### config.mk
export PLATFORM = sky130hd
export DESIGN_NAME = batchnorm_weight_fold_flat
export DESIGN_NICKNAME = d
export VERILOG_FILES = /design/src/design/bnwf_pkg.sv /design/src/design/bnwf_if.sv /design/src/design/batchnorm_weight_fold.sv /design/src/design/bnwf_front.sv /design/src/design/bnwf_queue.sv /design/src/design/bnwf_back.sv /design/src/flat_wrapper.sv
export SDC_FILE = /design/constraint.sdc
export NUM_CORES = 2
export LEC_CHECK = 0
export BUFFER_PORTS_ARGS = -buffer_cell sky130_fd_sc_hd__buf_2
export CAP_MARGIN = 5
export CORE_MARGIN = 1
export CORE_UTILIZATION = 51
export DETAILED_ROUTE_END_ITERATION = 6
export GPL_TIMING_DRIVEN = 0
export PLACE_DENSITY_LB_ADDON = 0.12
export SLEW_MARGIN = 20
export SYNTH_ARGS = -nofsm -noshare
export SYNTH_HDL_FRONTEND = slang
export SYNTH_SLANG_ARGS = --single-unit
export TNS_END_PERCENT = 20
### constraint.sdc
create_clock -name i_clk -period 10.9 [get_ports i_clk]
set_clock_uncertainty 0.1 [all_clocks]
set_input_delay 0.545 -clock i_clk [delete_from_list [all_inputs] [get_ports i_clk]]
set_output_delay 0.545 -clock i_clk [all_outputs]
set_load 0.02 [all_outputs]
### src/design/bnwf_pkg.sv
// Shared types and constants for the batch-norm weight folding block.
// No dependencies; every other file of the block but bnwf_if imports this package.
package bnwf_pkg;

    localparam int DATA_WIDTH_DEF  = 32;
    localparam int FRAC_BITS_DEF   = 16;
    localparam int QUEUE_DEPTH_DEF = 2;

    localparam int FIELD_W = 32;
    localparam int VAR_W   = 31;
    localparam int EPS_W   = 16;
    localparam int SUM_W   = 32;
    localparam int DIFF_W  = 33;

    localparam logic [EPS_W-1:0] EPS_RESET = 16'd1;

    localparam logic CMD_HEADER = 1'b0;
    localparam logic CMD_WEIGHT = 1'b1;

    // One classified item on its way from the front to the back.
    typedef struct packed {
        logic                     cmd;
        logic signed [FIELD_W-1:0] opa;   // gamma on a header, weight otherwise
        logic signed [FIELD_W-1:0] beta;
        logic signed [DIFF_W-1:0]  diff;  // conv_bias - running_mean
        logic        [SUM_W-1:0]   sum;   // variance + epsilon, never zero
    } t_entry;

endpackage

### src/design/bnwf_if.sv
// Channel interfaces of the batch-norm weight folding block:
// input items, result items and the epsilon write port. Widths are written out and match bnwf_pkg.
interface bnwf_in_if;
    logic                 valid;
    logic                 ready;
    logic                 command;
    logic signed [31:0]   gamma;
    logic signed [31:0]   beta;
    logic signed [31:0]   running_mean;
    logic        [30:0]   running_variance;
    logic signed [31:0]   conv_bias;
    logic signed [31:0]   weight_value;

    modport source (output valid, command, gamma, beta, running_mean, running_variance,
                    conv_bias, weight_value, input ready);
    modport sink   (input valid, command, gamma, beta, running_mean, running_variance,
                    conv_bias, weight_value, output ready);
endinterface

interface bnwf_out_if;
    logic               valid;
    logic               ready;
    logic               kind;
    logic signed [31:0] value;
    logic               saturated;

    modport source (output valid, kind, value, saturated, input ready);
    modport sink   (input valid, kind, value, saturated, output ready);
endinterface

interface bnwf_cfg_if;
    logic        valid;
    logic        ready;
    logic [15:0] epsilon;

    modport source (output valid, epsilon, input ready);
    modport sink   (input valid, epsilon, output ready);
endinterface

### src/design/batchnorm_weight_fold.sv
// Top level of the batch-norm weight folding block: front, queue and back.
// Depends on bnwf_pkg, bnwf_if, bnwf_front, bnwf_queue and bnwf_back.
//
//   port    | dir | carries
//   --------+-----+---------------------------------------------------
//   i_in    | in  | command, BN header fields or one filter weight
//   i_cfg   | in  | epsilon (Q0.16), always ready
//   o_out   | out | kind, fused bias or weight, saturated flag
//
// A weight item passes the multiply, then the shift/clip into the output
// register. A header first runs the one-bit-per-cycle root and divide loops,
// then the scale clip, the multiply and the shift, bias add and clip.
// The queue keeps accepting, until it is full, while the back end works or the output stalls.
// Reset empties the queue, clears the output valid flag and sets the channel scale to zero.
module batchnorm_weight_fold #(
    parameter int DATA_WIDTH = bnwf_pkg::DATA_WIDTH_DEF,
    parameter int FRAC_BITS  = bnwf_pkg::FRAC_BITS_DEF
) (
    input  logic       i_clk,
    input  logic       i_rst_n,
    bnwf_in_if.sink    i_in,
    bnwf_cfg_if.sink   i_cfg,
    bnwf_out_if.source o_out
);
    import bnwf_pkg::*;

    logic   q_push;
    logic   q_pop;
    logic   q_valid;
    logic   q_full;
    t_entry q_in_entry;
    t_entry q_out_entry;

    bnwf_front u_front (
        .i_clk    (i_clk),
        .i_rst_n  (i_rst_n),
        .i_in     (i_in),
        .i_cfg    (i_cfg),
        .i_q_full (q_full),
        .o_push   (q_push),
        .o_entry  (q_in_entry)
    );

    bnwf_queue #(
        .DEPTH (QUEUE_DEPTH_DEF)
    ) u_queue (
        .i_clk   (i_clk),
        .i_rst_n (i_rst_n),
        .i_push  (q_push),
        .i_entry (q_in_entry),
        .i_pop   (q_pop),
        .o_valid (q_valid),
        .o_full  (q_full),
        .o_entry (q_out_entry)
    );

    bnwf_back #(
        .DATA_WIDTH (DATA_WIDTH),
        .FRAC_BITS  (FRAC_BITS)
    ) u_back (
        .i_clk     (i_clk),
        .i_rst_n   (i_rst_n),
        .i_q_valid (q_valid),
        .i_q_entry (q_out_entry),
        .o_pop     (q_pop),
        .o_out     (o_out)
    );

endmodule

### src/design/bnwf_front.sv
// Front end: holds epsilon, accepts items and classifies them into queue entries.
// Depends on bnwf_pkg and bnwf_if.
module bnwf_front (
    input  logic              i_clk,
    input  logic              i_rst_n,
    bnwf_in_if.sink           i_in,
    bnwf_cfg_if.sink          i_cfg,
    input  logic              i_q_full,
    output logic              o_push,
    output bnwf_pkg::t_entry  o_entry
);
    import bnwf_pkg::*;

    logic [EPS_W-1:0] r_eps;
    logic [SUM_W-1:0] sum_raw;

    always_ff @(posedge i_clk) begin
        if (!i_rst_n) begin
            r_eps <= EPS_RESET;
        end else if (i_cfg.valid) begin
            r_eps <= i_cfg.epsilon;
        end
    end

    assign i_cfg.ready = 1'b1;
    assign i_in.ready  = !i_q_full;
    assign o_push      = i_in.valid && !i_q_full;

    assign sum_raw = {1'b0, i_in.running_variance} + SUM_W'(r_eps);

    always_comb begin
        o_entry.cmd  = i_in.command;
        o_entry.beta = i_in.beta;
        o_entry.diff = DIFF_W'(i_in.conv_bias) - DIFF_W'(i_in.running_mean);
        // zero variance with zero epsilon counts as one LSB
        o_entry.sum  = (sum_raw == '0) ? SUM_W'(1) : sum_raw;
        unique case (i_in.command)
            CMD_HEADER: o_entry.opa = i_in.gamma;
            CMD_WEIGHT: o_entry.opa = i_in.weight_value;
            default:    o_entry.opa = i_in.weight_value;
        endcase
    end

endmodule

### src/design/bnwf_queue.sv
// Short FIFO of classified items between front and back.
// Depends on bnwf_pkg for the entry type.
module bnwf_queue #(
    parameter int DEPTH = bnwf_pkg::QUEUE_DEPTH_DEF
) (
    input  logic              i_clk,
    input  logic              i_rst_n,
    input  logic              i_push,
    input  bnwf_pkg::t_entry  i_entry,
    input  logic              i_pop,
    output logic              o_valid,
    output logic              o_full,
    output bnwf_pkg::t_entry  o_entry
);
    import bnwf_pkg::*;

    localparam int PTR_W = (DEPTH > 1) ? $clog2(DEPTH) : 1;
    localparam int CNT_W = $clog2(DEPTH + 1);

    t_entry             r_mem [DEPTH];
    logic [PTR_W-1:0]   r_wr_ptr;
    logic [PTR_W-1:0]   r_rd_ptr;
    logic [CNT_W-1:0]   r_count;

    function automatic logic [PTR_W-1:0] ptr_next(input logic [PTR_W-1:0] p);
        return (p == PTR_W'(DEPTH - 1)) ? '0 : p + PTR_W'(1);
    endfunction

    always_ff @(posedge i_clk) begin
        if (i_push) begin
            r_mem[r_wr_ptr] <= i_entry;
        end
    end

    always_ff @(posedge i_clk) begin
        if (!i_rst_n) begin
            r_wr_ptr <= '0;
            r_rd_ptr <= '0;
            r_count  <= '0;
        end else begin
            if (i_push) begin
                r_wr_ptr <= ptr_next(r_wr_ptr);
            end
            if (i_pop) begin
                r_rd_ptr <= ptr_next(r_rd_ptr);
            end
            if (i_push && !i_pop) begin
                r_count <= r_count + CNT_W'(1);
            end else if (i_pop && !i_push) begin
                r_count <= r_count - CNT_W'(1);
            end
        end
    end

    assign o_valid = (r_count != '0);
    assign o_full  = (r_count == CNT_W'(DEPTH));
    assign o_entry = r_mem[r_rd_ptr];

`ifndef SYNTHESIS
    a_no_overflow: assert property (@(posedge i_clk) disable iff (!i_rst_n)
        i_push |-> !o_full)
        else $error("queue pushed while full");
    a_no_underflow: assert property (@(posedge i_clk) disable iff (!i_rst_n)
        i_pop |-> o_valid)
        else $error("queue popped while empty");
`endif

endmodule

### src/design/bnwf_back.sv
// Back end: square root, divide and clip for the channel scale, then the
// multiply, shift, bias add and clip for each result; owns the output register.
// Depends on bnwf_pkg and bnwf_if.
module bnwf_back #(
    parameter int DATA_WIDTH = bnwf_pkg::DATA_WIDTH_DEF,
    parameter int FRAC_BITS  = bnwf_pkg::FRAC_BITS_DEF
) (
    input  logic              i_clk,
    input  logic              i_rst_n,
    input  logic              i_q_valid,
    input  bnwf_pkg::t_entry  i_q_entry,
    output logic              o_pop,
    bnwf_out_if.source        o_out
);
    import bnwf_pkg::*;

    localparam int VAL_W  = (DATA_WIDTH > FIELD_W) ? FIELD_W : DATA_WIDTH;
    localparam int N_W    = SUM_W + FRAC_BITS;
    localparam int ROOT_W = (N_W + 1) / 2;
    localparam int SQ_W   = 2 * ROOT_W;
    localparam int DIVD_W = FIELD_W + FRAC_BITS;
    localparam int CNT_W  = $clog2(DIVD_W);
    localparam int PROD_W = DIFF_W + FIELD_W;
    localparam int ACC_W  = PROD_W + 1;

    localparam logic [DIVD_W-1:0] SCALE_HI  = (DIVD_W'(1) << (VAL_W - 1)) - DIVD_W'(1);
    localparam logic [DIVD_W-1:0] SCALE_LOM = DIVD_W'(1) << (VAL_W - 1);
    localparam logic signed [ACC_W-1:0] VAL_HI = (ACC_W'(1) << (VAL_W - 1)) - ACC_W'(1);
    localparam logic signed [ACC_W-1:0] VAL_LO = -VAL_HI - ACC_W'(1);

    localparam logic [2:0] ST_IDLE  = 3'd0;
    localparam logic [2:0] ST_SQRT  = 3'd1;
    localparam logic [2:0] ST_DIV   = 3'd2;
    localparam logic [2:0] ST_SCALE = 3'd3;
    localparam logic [2:0] ST_MUL   = 3'd4;
    localparam logic [2:0] ST_FIN   = 3'd5;

    // control
    logic [2:0]                r_state, n_state;
    logic [CNT_W-1:0]          r_cnt, n_cnt;
    logic                      r_out_valid, n_out_valid;
    logic signed [FIELD_W-1:0] r_scale, n_scale;
    logic                      r_scale_sat, n_scale_sat;
    // payload
    logic                      r_cmd, n_cmd;
    logic signed [DIFF_W-1:0]  r_opa, n_opa;
    logic signed [FIELD_W-1:0] r_gamma, n_gamma;
    logic signed [FIELD_W-1:0] r_beta, n_beta;
    logic [SQ_W-1:0]           r_sq_n, n_sq_n;
    logic [ROOT_W+1:0]         r_sq_rem, n_sq_rem;
    logic [ROOT_W-1:0]         r_sq_root, n_sq_root;
    logic [DIVD_W-1:0]         r_div_d, n_div_d;
    logic [ROOT_W:0]           r_div_rem, n_div_rem;
    logic signed [PROD_W-1:0]  r_prod, n_prod;
    logic                      r_out_kind, n_out_kind;
    logic signed [FIELD_W-1:0] r_out_value, n_out_value;
    logic                      r_out_sat, n_out_sat;

    logic                      out_free;
    logic [ROOT_W+1:0]         sq_shift, sq_trial;
    logic                      sq_ge;
    logic [ROOT_W:0]           dv_shift;
    logic                      dv_ge;
    logic [FIELD_W-1:0]        gamma_mag;
    logic signed [PROD_W-1:0]  prod_sh;
    logic signed [ACC_W-1:0]   acc;
    logic                      acc_hi, acc_lo;

    // one root bit per cycle
    always_comb begin
        sq_shift = {r_sq_rem[ROOT_W-1:0], r_sq_n[SQ_W-1 -: 2]};
        sq_trial = {r_sq_root, 2'b01};
        sq_ge    = (sq_shift >= sq_trial);
    end

    // one quotient bit per cycle, quotient shifts in behind the dividend
    always_comb begin
        dv_shift = {r_div_rem[ROOT_W-1:0], r_div_d[DIVD_W-1]};
        dv_ge    = (dv_shift >= {1'b0, r_sq_root});
    end

    assign gamma_mag = r_gamma[FIELD_W-1] ? FIELD_W'(-r_gamma) : FIELD_W'(r_gamma);

    always_comb begin
        prod_sh = r_prod >>> FRAC_BITS;
        acc     = {prod_sh[PROD_W-1], prod_sh}
                + ((r_cmd == CMD_HEADER) ? ACC_W'(r_beta) : ACC_W'(0));
        acc_hi  = (acc > VAL_HI);
        acc_lo  = (acc < VAL_LO);
    end

    assign out_free = !r_out_valid || o_out.ready;

    always_comb begin
        n_state     = r_state;
        n_cnt       = r_cnt;
        n_out_valid = r_out_valid;
        n_scale     = r_scale;
        n_scale_sat = r_scale_sat;
        n_cmd       = r_cmd;
        n_opa       = r_opa;
        n_gamma     = r_gamma;
        n_beta      = r_beta;
        n_sq_n      = r_sq_n;
        n_sq_rem    = r_sq_rem;
        n_sq_root   = r_sq_root;
        n_div_d     = r_div_d;
        n_div_rem   = r_div_rem;
        n_prod      = r_prod;
        n_out_kind  = r_out_kind;
        n_out_value = r_out_value;
        n_out_sat   = r_out_sat;
        o_pop       = 1'b0;

        if (r_out_valid && o_out.ready) begin
            n_out_valid = 1'b0;
        end

        unique case (r_state)
            ST_IDLE: begin
                o_pop = i_q_valid;
            end
            ST_SQRT: begin
                n_sq_n    = r_sq_n << 2;
                n_sq_rem  = sq_ge ? sq_shift - sq_trial : sq_shift;
                n_sq_root = {r_sq_root[ROOT_W-2:0], sq_ge};
                n_cnt     = r_cnt - CNT_W'(1);
                if (r_cnt == '0) begin
                    n_div_d   = DIVD_W'(gamma_mag) << FRAC_BITS;
                    n_div_rem = '0;
                    n_cnt     = CNT_W'(DIVD_W - 1);
                    n_state   = ST_DIV;
                end
            end
            ST_DIV: begin
                n_div_d   = {r_div_d[DIVD_W-2:0], dv_ge};
                n_div_rem = dv_ge ? dv_shift - {1'b0, r_sq_root} : dv_shift;
                n_cnt     = r_cnt - CNT_W'(1);
                if (r_cnt == '0) begin
                    n_state = ST_SCALE;
                end
            end
            ST_SCALE: begin
                // r_div_d now holds the quotient magnitude
                if (r_gamma[FIELD_W-1]) begin
                    n_scale_sat = (r_div_d > SCALE_LOM);
                    n_scale     = n_scale_sat ? FIELD_W'(VAL_LO)
                                              : FIELD_W'(-r_div_d[FIELD_W-1:0]);
                end else begin
                    n_scale_sat = (r_div_d > SCALE_HI);
                    n_scale     = n_scale_sat ? FIELD_W'(VAL_HI)
                                              : r_div_d[FIELD_W-1:0];
                end
                n_state = ST_MUL;
            end
            ST_MUL: begin
                n_prod  = r_opa * $signed({{(DIFF_W - FIELD_W){r_scale[FIELD_W-1]}}, r_scale});
                n_state = ST_FIN;
            end
            ST_FIN: begin
                if (out_free) begin
                    n_out_valid = 1'b1;
                    n_out_kind  = r_cmd;
                    n_out_value = acc_hi ? FIELD_W'(VAL_HI)
                                : acc_lo ? FIELD_W'(VAL_LO)
                                : acc[FIELD_W-1:0];
                    n_out_sat   = acc_hi || acc_lo
                                || ((r_cmd == CMD_HEADER) && r_scale_sat);
                    n_state     = ST_IDLE;
                    o_pop       = i_q_valid;
                end
            end
            default: begin
                n_state = ST_IDLE;
            end
        endcase

        if (o_pop) begin
            n_cmd     = i_q_entry.cmd;
            n_beta    = i_q_entry.beta;
            n_gamma   = i_q_entry.opa;
            n_sq_n    = SQ_W'(i_q_entry.sum) << FRAC_BITS;
            n_sq_rem  = '0;
            n_sq_root = '0;
            n_cnt     = CNT_W'(ROOT_W - 1);
            if (i_q_entry.cmd == CMD_HEADER) begin
                n_opa   = i_q_entry.diff;
                n_state = ST_SQRT;
            end else begin
                n_opa   = DIFF_W'(i_q_entry.opa);
                n_state = ST_MUL;
            end
        end
    end

    always_ff @(posedge i_clk) begin
        if (!i_rst_n) begin
            r_state     <= ST_IDLE;
            r_cnt       <= '0;
            r_out_valid <= 1'b0;
            r_scale     <= '0;
            r_scale_sat <= 1'b0;
        end else begin
            r_state     <= n_state;
            r_cnt       <= n_cnt;
            r_out_valid <= n_out_valid;
            r_scale     <= n_scale;
            r_scale_sat <= n_scale_sat;
        end
    end

    always_ff @(posedge i_clk) begin
        r_cmd       <= n_cmd;
        r_opa       <= n_opa;
        r_gamma     <= n_gamma;
        r_beta      <= n_beta;
        r_sq_n      <= n_sq_n;
        r_sq_rem    <= n_sq_rem;
        r_sq_root   <= n_sq_root;
        r_div_d     <= n_div_d;
        r_div_rem   <= n_div_rem;
        r_prod      <= n_prod;
        r_out_kind  <= n_out_kind;
        r_out_value <= n_out_value;
        r_out_sat   <= n_out_sat;
    end

    assign o_out.valid     = r_out_valid;
    assign o_out.kind      = r_out_kind;
    assign o_out.value     = r_out_value;
    assign o_out.saturated = r_out_sat;

`ifndef SYNTHESIS
    a_pop_when_free: assert property (@(posedge i_clk) disable iff (!i_rst_n)
        o_pop |-> i_q_valid && (r_state == ST_IDLE || r_state == ST_FIN))
        else $error("queue popped outside idle or finish");
    a_mul_to_fin: assert property (@(posedge i_clk) disable iff (!i_rst_n)
        (r_state == ST_MUL) |=> (r_state == ST_FIN))
        else $error("multiply not followed by finish");
    a_root_nonzero: assert property (@(posedge i_clk) disable iff (!i_rst_n)
        (r_state == ST_DIV) |-> (r_sq_root != '0))
        else $error("divide started with zero root");
`endif

endmodule

### src/flat_wrapper.sv
// flat-port wrapper written by rule: the top's interface ports become plain ports
module batchnorm_weight_fold_flat import bnwf_pkg::*;
#(
    parameter int DATA_WIDTH = bnwf_pkg::DATA_WIDTH_DEF,
    parameter int FRAC_BITS  = bnwf_pkg::FRAC_BITS_DEF
)
  (i_clk, i_rst_n, i_in_valid, i_in_command, i_in_gamma, i_in_beta, i_in_running_mean, i_in_running_variance, i_in_conv_bias, i_in_weight_value, i_in_ready, i_cfg_valid, i_cfg_epsilon, i_cfg_ready, o_out_valid, o_out_kind, o_out_value, o_out_saturated, o_out_ready);
  bnwf_in_if i_in_i ();
  bnwf_cfg_if i_cfg_i ();
  bnwf_out_if o_out_i ();
  input  logic i_clk;
  input  logic i_rst_n;
  input wire logic [$bits(i_in_i.valid)-1:0] i_in_valid;
  input wire logic [$bits(i_in_i.command)-1:0] i_in_command;
  input wire logic [$bits(i_in_i.gamma)-1:0] i_in_gamma;
  input wire logic [$bits(i_in_i.beta)-1:0] i_in_beta;
  input wire logic [$bits(i_in_i.running_mean)-1:0] i_in_running_mean;
  input wire logic [$bits(i_in_i.running_variance)-1:0] i_in_running_variance;
  input wire logic [$bits(i_in_i.conv_bias)-1:0] i_in_conv_bias;
  input wire logic [$bits(i_in_i.weight_value)-1:0] i_in_weight_value;
  output wire logic [$bits(i_in_i.ready)-1:0] i_in_ready;
  input wire logic [$bits(i_cfg_i.valid)-1:0] i_cfg_valid;
  input wire logic [$bits(i_cfg_i.epsilon)-1:0] i_cfg_epsilon;
  output wire logic [$bits(i_cfg_i.ready)-1:0] i_cfg_ready;
  output wire logic [$bits(o_out_i.valid)-1:0] o_out_valid;
  output wire logic [$bits(o_out_i.kind)-1:0] o_out_kind;
  output wire logic [$bits(o_out_i.value)-1:0] o_out_value;
  output wire logic [$bits(o_out_i.saturated)-1:0] o_out_saturated;
  input wire logic [$bits(o_out_i.ready)-1:0] o_out_ready;
  assign i_in_i.valid = i_in_valid;
  assign i_in_i.command = i_in_command;
  assign i_in_i.gamma = i_in_gamma;
  assign i_in_i.beta = i_in_beta;
  assign i_in_i.running_mean = i_in_running_mean;
  assign i_in_i.running_variance = i_in_running_variance;
  assign i_in_i.conv_bias = i_in_conv_bias;
  assign i_in_i.weight_value = i_in_weight_value;
  assign i_in_ready = i_in_i.ready;
  assign i_cfg_i.valid = i_cfg_valid;
  assign i_cfg_i.epsilon = i_cfg_epsilon;
  assign i_cfg_ready = i_cfg_i.ready;
  assign o_out_valid = o_out_i.valid;
  assign o_out_kind = o_out_i.kind;
  assign o_out_value = o_out_i.value;
  assign o_out_saturated = o_out_i.saturated;
  assign o_out_i.ready = o_out_ready;
  batchnorm_weight_fold #(.DATA_WIDTH(DATA_WIDTH), .FRAC_BITS(FRAC_BITS)) u_core (.i_clk(i_clk), .i_rst_n(i_rst_n), .i_in(i_in_i), .i_cfg(i_cfg_i), .o_out(o_out_i));
endmodule
* After elaboration in Yosys (flattened, before gate mapping)
Memory sizes are Yosys's and may differ from the RTL's. A register that Yosys moved wholly into a read port is not among the register bits. Cells that the tools add are included.
Storage, ports and cells: register bits after elaboration 412, latch bits 0, bits in writable memories 260, ROM bits 0, memories kept 1
Cells by class: $add $sub $neg 12, multipliers 1, divide/modulo/power cells 0, order comparisons 6, equality and inequality tests 11, shift-type cells 0, muxes and demuxes 40, bitwise logic cells 3, reductions and logical operators 24
Memory list:
- u_core.u_queue.r_mem | depth 2, width 130, read ports 1, clocked after memory_dff 1, write ports 1, RTL line bnwf_queue.sv:20 | t_entry r_mem [DEPTH];
Operator list (number):
- two-way mux 32 bit | 6
- two-way mux 48 bit | 3
- case mux 48 bit (2 select lines) | 1
- two-way mux 24 bit | 3
- adder 66 bit | 1
- > comparator 66 x 32 -> 1 bit, second input constant | 1
- less-than comparator 66 x 32 -> 1 bit, second input constant | 1
- two-way mux 66 bit | 1
- multiplier 33 x 32 -> 65 bit | 1
- negation 32 bit | 2
- case mux 32 bit (2 select lines) | 1
- > comparator 48 x 31 -> 1 bit, second input constant | 1
- > comparator 48 x 32 -> 1 bit, second input constant | 1
- case mux 24 bit (2 select lines) | 1
- subtractor 24 bit | 2
- two-way mux 33 bit | 1
- subtractor 32 x 32 -> 33 bit | 1
- adder 31 x 16 -> 32 bit | 1
- zero test 32 bit | 1
- >= comparator 26 bit | 1
- >= comparator 25 x 24 -> 1 bit | 1
- case mux 3 bit (6 select lines) | 1
- two-way mux 3 bit | 5
- case mux 6 bit (2 select lines) | 1
- other kinds (27) | 58

* Longest topological paths before layout
depth after elaboration 7, mapped depth 31, gate-level depth less buffers 29

* Modules after synthesis
From an unflattened synthesis, not the netlist that was laid out.
Unflattened totals: cell total of the unflattened synthesis 7163, area, all modules 72015.3 sq um
By module, submodules not included:
- bnwf_back | instances 1, cells an instance 6149, area each 57945.6 sq um
- bnwf_queue | instances 1, cells an instance 426, area each 9628.0 sq um
- bnwf_front | instances 1, cells an instance 588, area each 4441.8 sq um

* Least setup slack after synthesis
Ideal clock, no wire load.
path kind flip-flop to flip-flop, from register u_core.u_back.r_scale[5], to register u_core.u_back.r_prod[64], data pin, library setup time 260 ps, arrival time 8100 ps, setup slack 2440 ps, stages on the path, launching flop included 28, clock period less this slack 8460 ps, cell sequence dfxtp_1 > clkbuf_1 > nand2_1 > inv_1 > fa_1 > inv_1 > fa_1 > inv_1 > fa_1 > fa_1 > inv_1 > fa_1 > inv_1 > fa_1 > inv_1 > fa_1 > fa_1 > inv_1 > ha_1 > clkbuf_1 > nand3_1 > nor2_1 > nand4_1 > a2111oi_0 > o21bai_1 > a31oi_1 > nor2_1 > xnor2_1
On the way: longest elaborated chain between the ends 1
Ends and longest elaborated chain:
- start, declared | RTL line bnwf_back.sv:42 | logic signed [FIELD_W-1:0] r_scale, n_scale;
- start signal, assigned | RTL line bnwf_back.sv:207 | r_scale <= n_scale;
- multiplier 33 x 32 -> 65 bit | RTL line bnwf_back.sv:157 | n_prod = r_opa * $signed({{(DIFF_W - FIELD_W){r_scale[FIELD_W-1]}}, r_scale});
- end signal, assigned | RTL line bnwf_back.sv:222 | r_prod <= n_prod;
- end, declared | RTL line bnwf_back.sv:54 | logic signed [PROD_W-1:0] r_prod, n_prod;
No other way between the ends. A chain may end at the register's enable or synchronous reset.

* Final worst setup path
from register u_core.u_back.r_opa[32], to register u_core.u_back.r_prod[61], data pin
On the way: longest elaborated chain between the ends 1
Ends and longest elaborated chain:
- start, declared | RTL line bnwf_back.sv:46 | logic signed [DIFF_W-1:0] r_opa, n_opa;
- start signal, assigned | RTL line bnwf_back.sv:214 | r_opa <= n_opa;
- multiplier 33 x 32 -> 65 bit | RTL line bnwf_back.sv:157
No other way between the ends.

==> results.ini <==
[status]
outcome = complete, no violations

[sta]
timing.final.max_slew_violations = 0
max_freq_ghz = 0.0950
maxSlewHeadroom_pct = 12.3
timing.final.crit_period_ns = 10.52
setup_repair_after_global_routing_missed_its_margin = yes
hold_violations = 0
number_of_setup_violations_in_the_final_report = 0
layout_worst_path_cycle_share_pct = 96.6
tightestPinTransition_ns = 1.32

[global_route]
via_count_of_the_first_global_routing_pass = 53300
grt_use_total_pct = 33.0
grt_pass1_wl_um = 337000
grt_overflow_total = 0
maximum_number_of_pins_on_one_net_before_global_route_repair = 67
initial_antenna_violation_count = 20

[drt]
dr.pass1.iters = 6
final_antenna_net_count = 0
vias_per_cell = 5.59
drt-initial-drc-count = 4639
routed_length_on_met2_um = 102000
wl_met3_um = 23800
postRouteWirelength_um = 227000
overall_via_count_from_detail_route = 51600
route.detailed.wl_per_inst_um = 24.6
route.layer.met1.wl_um = 90000
top_signal_layer_used = met5
drc_errors = 0

[hold_path]
worst_hold_path_type = in -> reg
beginning_of_the_worst_hold_path = i_in_beta[31]

[power]
cellPowerDensity_nw_per_um2 = 186
ir_worst_vdd_v = 0.000153
final_total_pwr_uw = 14300
leakage_uw = 0.0351

[worst_setup_path]
worstSetupStartpoint = u_core.u_back.r_opa[32]
critical_path.reg2reg.startpoint = u_core.u_back.r_opa[32]
timing.critical_path.required_ns = 11.23
ff2ff_setup_slack_ns = 0.38
worst_r2r_path_depth = 27
timing.critical_path.to = u_core.u_back.r_prod[61]
worst_path_class_setup = reg -> reg
rr_endpoint = u_core.u_back.r_prod[61]
crit_path_start_kind = flip-flop
cp_max_fo = 10
crit_arrival_ns = 10.85
type_of_element_capturing_the_critical_path = flip-flop

[synth]
ys_async_sr_fraction_pct = 0
synth_enable_flop_cells = 545
synth_seq_area_share_pct = 26.5
netlist-cell-type-count = 82
post-synth-top-area-cell = sky130_fd_sc_hd__fa_1
synthMostInstantiatedCell = sky130_fd_sc_hd__inv_1
yosys_register_bits = 657
synth.cell_area_um2 = 70200
synthDominantCellAreaShare_pct = 31.8
postSynthAreaPerCell_um2 = 10.1
syn_nets = 8639
synth_top_flop_cell = sky130_fd_sc_hd__edfxtp_1
postSynthCellCount = 6978
yosys-top-cells-count = 1248 x sky130_fd_sc_hd__inv_1, 1115 x sky130_fd_sc_hd__fa_1, 750 x sky130_fd_sc_hd__nand2_1
yosys_warn_count = 0
ys_top_cells_by_area = sky130_fd_sc_hd__fa_1 32%, sky130_fd_sc_hd__edfxtp_1 23%, sky130_fd_sc_hd__inv_1 6.7%, sky130_fd_sc_hd__ha_1 5.9%, sky130_fd_sc_hd__and2_1 4.8%

[placed_design]
hpwlAfterDp_um = 182000
place_congestion = 1.03
placed_cell_area_um2 = 74200
buffer_ports.inserted = 246

[cts]
clock-sinks = 657
clock-root-buffer = sky130_fd_sc_hd__clkbuf_16
clkLatencyLatePin_ns = 0.69
cts_tree = yes
h-tree-depth = 3
cts.repair_timing.setup_buffer_count = 0
tritoncts.num_buffers = 73
clkTransAtPathRegs_ns = 0.06
cts-root-to-sink-buffers = 3

[floorplan]
die-height_um = 373
die-area_um2 = 139000
placementRows = 135
placeableCoreArea_um2 = 136000
initial_core_util_pct = 51.7
die_x_um = 373
ios = 250

[flow_run]
maxCapViolations = 0

[cells_and_area]
layout-drive-gt1-share_pct = 7.14
finalInstanceArea_um2 = 77100
area_growth_syn_to_layout_pct = 9.83
nNetsFinal = 9025

==> metrics by stage <==
stage / util, % / setup TNS, ns / instances / hold slack [ns] / worst slack (ns)
3_5_place_dp: 54.6 / 0 / 9022 / 0.362 / 0.198
3_3_place_gp: 54.2 / -33.96 / 9005 / 0.354 / -0.293
4_1_cts: 56.7 / 0 / 9206 / 0.00939 / 0.145
2_1_floorplan: - / 0 / 6978 / 0.332 / 2.44
5_1_grt: 56.7 / -0.0289 / 9214 / 0.0228 / -0.0289
6_report: 56.7 / 0 / 9226 / 0.0519 / 0.375
==> how the worst min path moves through the flow <==
stage | endpoint | slack, ns | cells past startpoint
2_1_floorplan | u_core.u_back.r_sq_rem[23] | 0.33 | 2
3_3_place_gp | u_core.u_back.r_sq_root[13] | 0.35 | 2
3_5_place_dp | u_core.u_back.r_sq_root[14] | 0.36 | 2
4_1_cts | u_core.u_queue.r_mem[0][96] | 0.009 | 1
5_1_grt | u_core.u_queue.r_mem[1][96] | 0.02 | 1
6_report | u_core.u_queue.r_mem[1][96] | 0.05 | 1
==> where the power goes <==
part	total, µW	internal [µW]	leakage (µW)	switching, µW
logic	7560	2380	0.0280	5180
registers	4250	3710	0.00600	542
clock network	2500	1410	0.00116	1090
total	14300	7500	0.0351	6810
==> timing repair <==
item / 4_1_cts / 5_1_grt
hold endpoints to repair: 80 / 0
gates resized for setup: 0 / 2
hold buffers: 48 / 0
setup endpoints to repair: 0 / 4
==> logic make-up (layout without fill, tap and decap cells) <==
family                     count (synthesis)  after routing  share of synthesized area (%)
xor gates and xnor gates                 222            222                           2.77
other                                      1             21                        0.00534
and+or+nand+nor                         1989           1989                           14.0
AOI/OAI and AO/OA                        886            886                           7.62
muxes                                    196            196                           2.97
adders and majority gates               1448           1448                           37.7
DFF                                      657            657                           26.5
buffers and inverters                   1579           2026                           8.45
==> sequential cells by signal (all words and copies together) (netlist names), 16 cells and up, named ones only <==
| signal | cells |
|---|---|
| u_core.u_queue.r_mem | 260 |
| u_core.u_back.r_prod | 49 |
| u_core.u_back.r_div_d | 48 |
| u_core.u_back.r_opa | 33 |
| u_core.u_back.o_out.value | 32 |
| u_core.u_back.r_beta | 32 |
| u_core.u_back.r_gamma | 32 |
| u_core.u_back.r_scale | 32 |
| u_core.u_back.r_sq_n | 32 |
| u_core.u_back.r_div_rem | 24 |
| u_core.u_back.r_sq_rem | 24 |
| u_core.u_back.r_sq_root | 24 |
| u_core.u_front.r_eps | 16 |
==> final cells by class <==
class                      instances  area, µm²
fill                           12100      58800
multi-input combinational       4742      45700
sequential                       657      18600
inverter                        1250       4700
tap                             1781       2230
timing repair buffer             311       2120
clock buffer                      99       2000
buffer                           329       1270
clock inverter                    37        427
antenna                           20       50.0
==> critical path, cell delays in order (launching register included) <==
cell and delay [ns]:
sky130_fd_sc_hd__edfxtp_1 0.60, sky130_fd_sc_hd__clkbuf_1 0.51, sky130_fd_sc_hd__and2_1 0.36, sky130_fd_sc_hd__fa_1 0.53
sky130_fd_sc_hd__inv_1 0.08, sky130_fd_sc_hd__fa_1 0.53, sky130_fd_sc_hd__inv_1 0.08, sky130_fd_sc_hd__fa_1 0.88
sky130_fd_sc_hd__inv_1 0.52, sky130_fd_sc_hd__fa_1 0.67, sky130_fd_sc_hd__inv_1 0.05, sky130_fd_sc_hd__fa_1 0.51
sky130_fd_sc_hd__fa_1 0.48, sky130_fd_sc_hd__fa_1 0.67, sky130_fd_sc_hd__inv_1 0.09, sky130_fd_sc_hd__fa_1 0.51
sky130_fd_sc_hd__inv_1 0.04, sky130_fd_sc_hd__ha_1 0.37, sky130_fd_sc_hd__a21oi_1 0.25, sky130_fd_sc_hd__o21ai_0 0.16
sky130_fd_sc_hd__and2_1 0.19, sky130_fd_sc_hd__a31o_2 0.22, sky130_fd_sc_hd__a211oi_1 0.77, sky130_fd_sc_hd__a2111oi_0 0.36
sky130_fd_sc_hd__o21ai_0 0.32, sky130_fd_sc_hd__nand2b_1 0.12, sky130_fd_sc_hd__a21oi_1 0.19, sky130_fd_sc_hd__xnor2_1 0.08
==> placed cells by master (no fill, tap or decap), types with 112 or more instances in the layout <==
| cell | n |
|---|---|
| sky130_fd_sc_hd__inv_1 | 1245 |
| sky130_fd_sc_hd__fa_1 | 1114 |
| sky130_fd_sc_hd__nand2_1 | 750 |
| sky130_fd_sc_hd__edfxtp_1 | 545 |
| sky130_fd_sc_hd__and2_1 | 542 |
| sky130_fd_sc_hd__ha_1 | 333 |
| sky130_fd_sc_hd__clkbuf_1 | 306 |
| sky130_fd_sc_hd__o21ai_0 | 295 |
| sky130_fd_sc_hd__nor2_1 | 293 |
| sky130_fd_sc_hd__buf_2 | 253 |
| sky130_fd_sc_hd__a21oi_1 | 251 |
| sky130_fd_sc_hd__xnor2_1 | 123 |
| sky130_fd_sc_hd__dfxtp_1 | 112 |
==> per-layer routing <==
layer  vias up  track usage (%)
met5         -                0
met4         2             13.7
met3       561             9.85
met2      2405             52.1
met1     25700             42.4
li1      23000                -
Power figures use the tool's default switching activity.
